--- src/dcfl_pkg.sv ---
package dcfl_pkg;

    // Default build values
    localparam int TAPS_DEF         = 51;
    localparam int SAMPLE_WIDTH_DEF = 16;

    // Fixed field and coefficient formats
    localparam int DC_WIDTH       = 16;
    localparam int COEF_WIDTH     = 18;
    localparam int COEF_FRAC_BITS = 17;
    localparam int ROM_LEN        = 51;
    localparam int ROM_IDX_W      = $clog2(ROM_LEN);
    localparam int IDX_W          = 8;

    typedef logic signed [COEF_WIDTH-1:0] coef_t;

    // Low-pass coefficients, signed Q1.17, symmetric
    localparam coef_t COEF_ROM [ROM_LEN] = '{
        18'sd0,    18'sd22,   18'sd50,   18'sd93,   18'sd155,
        18'sd244,  18'sd364,  18'sd522,  18'sd720,  18'sd962,
        18'sd1247, 18'sd1573, 18'sd1939, 18'sd2338, 18'sd2763,
        18'sd3206, 18'sd3656, 18'sd4102, 18'sd4532, 18'sd4935,
        18'sd5299, 18'sd5613, 18'sd5868, 18'sd6056, 18'sd6171,
        18'sd6210, 18'sd6171, 18'sd6056, 18'sd5868, 18'sd5613,
        18'sd5299, 18'sd4935, 18'sd4532, 18'sd4102, 18'sd3656,
        18'sd3206, 18'sd2763, 18'sd2338, 18'sd1939, 18'sd1573,
        18'sd1247, 18'sd962,  18'sd720,  18'sd522,  18'sd364,
        18'sd244,  18'sd155,  18'sd93,   18'sd50,   18'sd22,
        18'sd0
    };

    // Coefficient lookup; taps past the table weigh zero
    function automatic coef_t coef_at(input logic [IDX_W-1:0] idx);
        coef_t c;
        c = '0;
        if (idx < IDX_W'(ROM_LEN)) begin
            c = COEF_ROM[idx[ROM_IDX_W-1:0]];
        end
        return c;
    endfunction

    // Control from the sequencer to each MAC
    typedef struct packed {
        logic clear;
        logic mul_en;
    } mac_ctl_t;

endpackage

--- src/dual_channel_fir_lowpass.sv ---
// A result reaches m_valid after the RUN, SUM and DONE states; DONE waits until the output register is free.
// The input takes no new sample until the pass is done; the delay-line ring rotates once per sample
// past one shared multiply-accumulate unit per channel, one tap per cycle.
// A finished result waits in the output register while the next sample is taken.
// Reset (aresetn low, synchronous) clears both delay lines to zero and empties the output.
module dual_channel_fir_lowpass #(
    parameter int TAPS         = dcfl_pkg::TAPS_DEF,
    parameter int SAMPLE_WIDTH = dcfl_pkg::SAMPLE_WIDTH_DEF
) (
    input  logic                              aclk,
    input  logic                              aresetn,
    input  logic                              s_valid,
    output logic                              s_ready,
    input  logic signed [SAMPLE_WIDTH-1:0]    s_red_ac,
    input  logic signed [SAMPLE_WIDTH-1:0]    s_infrared_ac,
    input  logic [dcfl_pkg::DC_WIDTH-1:0]     s_red_dc,
    input  logic [dcfl_pkg::DC_WIDTH-1:0]     s_infrared_dc,
    output logic                              m_valid,
    input  logic                              m_ready,
    output logic signed [SAMPLE_WIDTH-1:0]    m_red_ac_filtered,
    output logic signed [SAMPLE_WIDTH-1:0]    m_infrared_ac_filtered,
    output logic [dcfl_pkg::DC_WIDTH-1:0]     m_red_dc_out,
    output logic [dcfl_pkg::DC_WIDTH-1:0]     m_infrared_dc_out
);
    import dcfl_pkg::*;

    localparam int CNT_W = (TAPS > 1) ? $clog2(TAPS) : 1;

    typedef enum logic [3:0] {
        ST_IDLE = 4'b0001,
        ST_RUN  = 4'b0010,
        ST_SUM  = 4'b0100,
        ST_DONE = 4'b1000
    } state_t;

    state_t           state_reg, state_next;
    logic [CNT_W-1:0] cnt_reg, cnt_next;
    logic             accept;
    logic             run;
    logic             out_free;
    logic             load_out;
    logic             shift_en;

    logic signed [SAMPLE_WIDTH-1:0] red_chain [TAPS];
    logic signed [SAMPLE_WIDTH-1:0] ir_chain  [TAPS];
    logic signed [SAMPLE_WIDTH-1:0] red_feed, ir_feed;
    logic signed [SAMPLE_WIDTH-1:0] red_res, ir_res;

    logic [CNT_W-1:0] coef_idx;
    coef_t            coef;
    mac_ctl_t         mac_ctl;

    logic [DC_WIDTH-1:0]           red_dc_reg, ir_dc_reg;
    logic                          m_valid_reg, m_valid_next;
    logic signed [SAMPLE_WIDTH-1:0] red_filt_reg, ir_filt_reg;
    logic [DC_WIDTH-1:0]           red_dc_out_reg, ir_dc_out_reg;

    assign s_ready  = (state_reg == ST_IDLE);
    assign accept   = s_valid && s_ready;
    assign run      = (state_reg == ST_RUN);
    assign out_free = !m_valid_reg || m_ready;
    assign load_out = (state_reg == ST_DONE) && out_free;
    assign shift_en = accept || run;

    // New sample enters at the head; during a run the tail wraps back around
    assign red_feed = accept ? s_red_ac      : red_chain[TAPS-1];
    assign ir_feed  = accept ? s_infrared_ac : ir_chain[TAPS-1];

    // Delay-line ring
    for (genvar g = 0; g < TAPS; g++) begin : g_cell
        if (g == 0) begin : g_head
            dcfl_cell #(.SAMPLE_WIDTH(SAMPLE_WIDTH)) u_cell (
                .aclk     (aclk),
                .aresetn  (aresetn),
                .shift_en (shift_en),
                .red_in   (red_feed),
                .ir_in    (ir_feed),
                .red_out  (red_chain[g]),
                .ir_out   (ir_chain[g])
            );
        end else begin : g_body
            dcfl_cell #(.SAMPLE_WIDTH(SAMPLE_WIDTH)) u_cell (
                .aclk     (aclk),
                .aresetn  (aresetn),
                .shift_en (shift_en),
                .red_in   (red_chain[g-1]),
                .ir_in    (ir_chain[g-1]),
                .red_out  (red_chain[g]),
                .ir_out   (ir_chain[g])
            );
        end
    end

    // Tail of the ring holds the oldest remaining tap of this pass
    assign coef_idx = CNT_W'(TAPS - 1) - cnt_reg;
    assign coef     = coef_at(IDX_W'(coef_idx));

    assign mac_ctl.clear  = accept;
    assign mac_ctl.mul_en = run;

    dcfl_mac #(.SAMPLE_WIDTH(SAMPLE_WIDTH), .TAPS(TAPS)) u_mac_red (
        .aclk    (aclk),
        .aresetn (aresetn),
        .ctl     (mac_ctl),
        .coef    (coef),
        .tap     (red_chain[TAPS-1]),
        .result  (red_res)
    );

    dcfl_mac #(.SAMPLE_WIDTH(SAMPLE_WIDTH), .TAPS(TAPS)) u_mac_ir (
        .aclk    (aclk),
        .aresetn (aresetn),
        .ctl     (mac_ctl),
        .coef    (coef),
        .tap     (ir_chain[TAPS-1]),
        .result  (ir_res)
    );

    // Sequencer
    always_comb begin
        state_next = state_reg;
        cnt_next   = cnt_reg;
        case (state_reg)
            ST_IDLE: begin
                cnt_next = '0;
                if (accept) begin
                    state_next = ST_RUN;
                end
            end
            ST_RUN: begin
                cnt_next = cnt_reg + 1'b1;
                if (cnt_reg == CNT_W'(TAPS - 1)) begin
                    cnt_next   = '0;
                    state_next = ST_SUM;
                end
            end
            ST_SUM: begin
                state_next = ST_DONE;
            end
            ST_DONE: begin
                if (out_free) begin
                    state_next = ST_IDLE;
                end
            end
            default: begin
                state_next = ST_IDLE;
                cnt_next   = '0;
            end
        endcase
    end

    always_ff @(posedge aclk) begin
        if (!aresetn) begin
            state_reg <= ST_IDLE;
            cnt_reg   <= '0;
        end else begin
            state_reg <= state_next;
            cnt_reg   <= cnt_next;
        end
    end

    // DC levels ride along with the transaction
    always_ff @(posedge aclk) begin
        if (accept) begin
            red_dc_reg <= s_red_dc;
            ir_dc_reg  <= s_infrared_dc;
        end
    end

    // Output register
    always_comb begin
        m_valid_next = m_valid_reg;
        if (load_out) begin
            m_valid_next = 1'b1;
        end else if (m_ready) begin
            m_valid_next = 1'b0;
        end
    end

    always_ff @(posedge aclk) begin
        if (!aresetn) begin
            m_valid_reg <= 1'b0;
        end else begin
            m_valid_reg <= m_valid_next;
        end
    end

    always_ff @(posedge aclk) begin
        if (load_out) begin
            red_filt_reg   <= red_res;
            ir_filt_reg    <= ir_res;
            red_dc_out_reg <= red_dc_reg;
            ir_dc_out_reg  <= ir_dc_reg;
        end
    end

    assign m_valid                = m_valid_reg;
    assign m_red_ac_filtered      = red_filt_reg;
    assign m_infrared_ac_filtered = ir_filt_reg;
    assign m_red_dc_out           = red_dc_out_reg;
    assign m_infrared_dc_out      = ir_dc_out_reg;

endmodule

--- src/dcfl_cell.sv ---
module dcfl_cell #(
    parameter int SAMPLE_WIDTH = dcfl_pkg::SAMPLE_WIDTH_DEF
) (
    input  logic                           aclk,
    input  logic                           aresetn,
    input  logic                           shift_en,
    input  logic signed [SAMPLE_WIDTH-1:0] red_in,
    input  logic signed [SAMPLE_WIDTH-1:0] ir_in,
    output logic signed [SAMPLE_WIDTH-1:0] red_out,
    output logic signed [SAMPLE_WIDTH-1:0] ir_out
);

    logic signed [SAMPLE_WIDTH-1:0] red_reg;
    logic signed [SAMPLE_WIDTH-1:0] ir_reg;

    // One delay-line slot per channel; takes the neighbor's value on shift
    always_ff @(posedge aclk) begin
        if (!aresetn) begin
            red_reg <= '0;
            ir_reg  <= '0;
        end else if (shift_en) begin
            red_reg <= red_in;
            ir_reg  <= ir_in;
        end
    end

    assign red_out = red_reg;
    assign ir_out  = ir_reg;

endmodule

--- src/dcfl_mac.sv ---
module dcfl_mac #(
    parameter int SAMPLE_WIDTH = dcfl_pkg::SAMPLE_WIDTH_DEF,
    parameter int TAPS         = dcfl_pkg::TAPS_DEF
) (
    input  logic                           aclk,
    input  logic                           aresetn,
    input  dcfl_pkg::mac_ctl_t             ctl,
    input  dcfl_pkg::coef_t                coef,
    input  logic signed [SAMPLE_WIDTH-1:0] tap,
    output logic signed [SAMPLE_WIDTH-1:0] result
);
    import dcfl_pkg::*;

    localparam int PROD_W = SAMPLE_WIDTH + COEF_WIDTH;
    localparam int ACC_W  = PROD_W + $clog2(TAPS + 1);
    localparam int Q_W    = ACC_W - COEF_FRAC_BITS;
    localparam logic signed [ACC_W-1:0] BIAS =
        ACC_W'((64'd1 << COEF_FRAC_BITS) - 64'd1);

    logic signed [PROD_W-1:0] prod_next;
    logic signed [PROD_W-1:0] prod_reg;
    logic                     prod_vld_reg;
    logic signed [ACC_W-1:0]  acc_reg;
    logic signed [ACC_W-1:0]  biased;
    logic signed [Q_W-1:0]    quot;
    logic [Q_W-SAMPLE_WIDTH:0] top_bits;

    assign prod_next = tap * coef;

    // Product stage
    always_ff @(posedge aclk) begin
        if (!aresetn) begin
            prod_vld_reg <= 1'b0;
        end else begin
            prod_vld_reg <= ctl.mul_en;
        end
        prod_reg <= prod_next;
    end

    // Accumulate stage, full precision
    always_ff @(posedge aclk) begin
        if (ctl.clear) begin
            acc_reg <= '0;
        end else if (prod_vld_reg) begin
            acc_reg <= acc_reg + ACC_W'(prod_reg);
        end
    end

    // Scale down with truncation toward zero, then saturate
    always_comb begin
        biased   = acc_reg + (acc_reg[ACC_W-1] ? BIAS : '0);
        quot     = biased[ACC_W-1:COEF_FRAC_BITS];
        top_bits = quot[Q_W-1:SAMPLE_WIDTH-1];
        if (top_bits == '0 || top_bits == '1) begin
            result = quot[SAMPLE_WIDTH-1:0];
        end else if (quot[Q_W-1]) begin
            result = {1'b1, {(SAMPLE_WIDTH-1){1'b0}}};
        end else begin
            result = {1'b0, {(SAMPLE_WIDTH-1){1'b1}}};
        end
    end

endmodule

--- config.mk ---
export PLATFORM = sky130hd
export DESIGN_NAME = dual_channel_fir_lowpass
export DESIGN_NICKNAME = d
export VERILOG_FILES = /design/src/dcfl_pkg.sv /design/src/dual_channel_fir_lowpass.sv /design/src/dcfl_cell.sv /design/src/dcfl_mac.sv
export SDC_FILE = /design/constraint.sdc
export NUM_CORES = 2
export LEC_CHECK = 0
export BUFFER_PORTS_ARGS = -buffer_cell sky130_fd_sc_hd__buf_4
export CORE_ASPECT_RATIO = 1.4
export CORE_MARGIN = 10
export CORE_UTILIZATION = 63
export CTS_CLUSTER_SIZE = 30
export DETAILED_ROUTE_END_ITERATION = 7
export PLACE_DENSITY_LB_ADDON = 0.25
export SLEW_MARGIN = 30
export SYNTH_ARGS = -nofsm -noshare
export SYNTH_HDL_FRONTEND = slang
export SYNTH_SLANG_ARGS = --single-unit
--- constraint.sdc ---
create_clock -name aclk -period 9.9 [get_ports aclk]
set_input_delay 1.98 -clock aclk [delete_from_list [all_inputs] [get_ports aclk]]
set_output_delay 1.98 -clock aclk [all_outputs]
set_load 0.005 [all_outputs]
==> impl_metrics.toml <==
[setup_path]
crit_type = "reg -> reg"
crit_path_frequent_cell = "fa_1"
cp.arrival_ps = 9600
slowest_stage = "a211oi_4"
critPathCaptureType = "register"
max_stage_delay_ps = 630
startpoint_type = "register"
cp.required_ps = 10600
cp_max_fo = 26

[clocking]
postCtsHoldBufs = 0
clk_pin_slew_ps = 60
clk_latency_ps = 840
cts_tree = "done"
h-tree-depth = 4
cts_max_path_buffers = 3
cts_root_buffer = "clkbuf_16"
cts_resized = 0
numCtsBuffers = 172
cts_sinks = 1888
cts_setup_buffers = 0

[global_routing]
grt_max_degree = 334
grt_pass1_vias = 61928
grt-ovfl-total = 0
antenna_found_initial = 10
grtUsageTotal = 0.218
grt_pass1_wl_um = 292000

[sta]
setup_viol = 0
drv_slew = 0
rsz0062_at_grt = "false"
relSlewSlack = 0.329
tns_ps = 0
min_period_ps = 8900
timing.final.crit_share = 0.899
hold_viol = 0
max_freq_mhz = 112
clock_skew_ps = 61.4
max_slew.worst_pin.slew_ps = 1010

[power]
seqPwrFrac = 0.501
leakage_nw = 36.5
p_switching_mw = 3.73
peakVddDrop_uv = 176
switching_share = 0.241
p_comb_frac = 0.066
clkPwrFrac = 0.434
p_per_area_nw_per_um2 = 160
total_power_mw = 15.5
p_int_mw = 11.7

[outcome]
run_status = "finished, final reports clean"

[logic_synthesis]
seq_area_frac_synth = 0.436
syn_area_um2 = 88800
avgSynthCellArea_um2 = 8.65
synth-edff-count = 96
synthCells = 10275
synth-seq-cells = 1888
syn_nets = 11029
synthArstFlopShare = 0
synth_ff_type = "dfxtp_1"
synth.lib_cells_used.distinct = 81
synth-warning-count = 0

[floorplanning]
die_area_um2 = 157000
fp.dieW_um = 337
die_h_um = 464
start_util = 0.632
coreArea_um2 = 141000
ios = 134
fp-row-count = 163

[place]
portBuffers = 133
hpwl_um = 111000
place.gp.congestion = 0.835

[detailed_routing]
viasPerCell = 5.44
dr_total_vias = 64900
wl_per_cell_um = 14.5
dr.pass1.iters = 5
first_iter_violations = 4392
drc = 0
finalWirelength_um = 173000
ant_nets = 0

[final_layout]
final_common_cell = "nand2_1"
mostFrequentLayoutCells = "nand2_1, dfxtp_1, a21boi_0"
multi_input_area_um2 = 45900
regArea_um2 = 38800
layout-drive-gt1-share = 0.0520
fillers = 11128
area_growth_pct = 8.42
final_nets = 10731

[hold_path]
hp-class = "reg -> reg"

[job]
cap_violations = 0
[layer usage]
layer	GRT usage	up-vias	share of wire
met3	0.0367	324	0.046
met2	0.372	1044	0.49
met4	0.0723	6	0.029
li1	-	32626	-
met5	0	-	0.00024
met1	0.276	30900	0.44
[final cells by class]
| class | instances | area share |
|---|---|---|
| multi-input combinational | 7251 | 0.476 |
| sequential | 1888 | 0.402 |
| clock buffer | 255 | 0.0526 |
| tap | 1815 | 0.0236 |
| timing repair buffer | 209 | 0.0196 |
| inverter | 455 | 0.0178 |
| clock inverter | 58 | 0.00749 |
| antenna | 3 | 0.0000779 |
[Yosys cell counts (all sizes together) (7+ instances only)]
master / count / area (um^2)
a211oi: 30 / 225
a21boi: 1605 / 12000
a21o: 73 / 548
a21oi: 165 / 833
a311oi: 7 / 67.6
a31oi: 14 / 87.6
and2: 213 / 1330
and3: 23 / 144
and4: 7 / 63.8
buf: 24 / 123
clkbuf: 657 / 2470
dfxtp: 1792 / 35900
edfxtp: 96 / 2880
fa: 307 / 6150
ha: 379 / 4740
inv: 455 / 1710
mux2i: 91 / 923
nand2: 3490 / 13100
nand2b: 31 / 194
nand3: 40 / 200
nand4: 23 / 144
nor2: 168 / 631
nor2b: 60 / 383
nor3: 28 / 140
nor3b: 12 / 90.1
o211a: 36 / 360
o211ai: 17 / 128
o21a: 32 / 240
o21ai: 109 / 546
o21bai: 22 / 165
o31ai: 9 / 67.6
or3: 8 / 50.1
xnor2: 107 / 937
xor2: 46 / 403
[worst paths after layout]
check | start | to | slack [ps] | cells after the start
worst max-delay path | cnt_reg[0]$_SDFFE_PN0N_ | u_mac_red.prod_reg[32]$_DFF_P_ | 1000 | 31
worst min-delay path | ir_dc_reg[11]$_DFFE_PP_ | m_infrared_dc_out[11]$_DFFE_PP_ | 390 | 0
worst max register to register | cnt_reg[0]$_SDFFE_PN0N_ | u_mac_red.prod_reg[32]$_DFF_P_ | 1000 | 31
worst min register to register | ir_dc_reg[11]$_DFFE_PP_ | m_infrared_dc_out[11]$_DFFE_PP_ | 390 | 0
[worst max-delay path, delay by kind of cell, from the launching register on]
family | cells | cell delay, ps
AO/OA/AOI/OAI | 12 | 3170
XOR/XNOR | 1 | 160
adder cells (fa/ha/maj) | 10 | 4170
buffers and inverters | 5 | 540
flip-flops | 1 | 420
AND/OR/NAND/NOR | 3 | 310
[kinds of logic after synthesis]
family,after synthesis,synth area share
multiplexers,94,0.0108
buffers and inverters,1136,0.0484
adder cells (fa/ha/maj),686,0.123
flip-flops,1888,0.436
AND/OR/NAND/NOR,4129,0.188
XOR/XNOR,153,0.0151
AO/OA/AOI/OAI,2189,0.179
[per-stage QoR]
step                      cell area, um^2  std cells  setup WS (ps)   util  hold WS (ps)
after global placement              90300      11613            766  0.643           400
after detailed placement            90400      11614            934  0.643           405
after global routing                96300      11932            362  0.685           416
after floorplan                     88800      10275           1450      -           400
after CTS                           96200      11927            835  0.684           393
final                               96300      11934            998  0.685           393
[power groups by stage]
| stage | registers [mW] | logic [mW] | clock network, mW |
|---|---|---|---|
| after global routing | 7.74 | 1.12 | 7.18 |
| after CTS | 7.74 | 1.01 | 6.88 |
| after floorplan | 7.90 | 0.795 | 0 |
| final | 7.74 | 1.02 | 6.70 |
| after detailed placement | 7.91 | 1.01 | 0 |
| after global placement | 7.91 | 1.00 | 0 |
(Power assumes the default switching activity.)
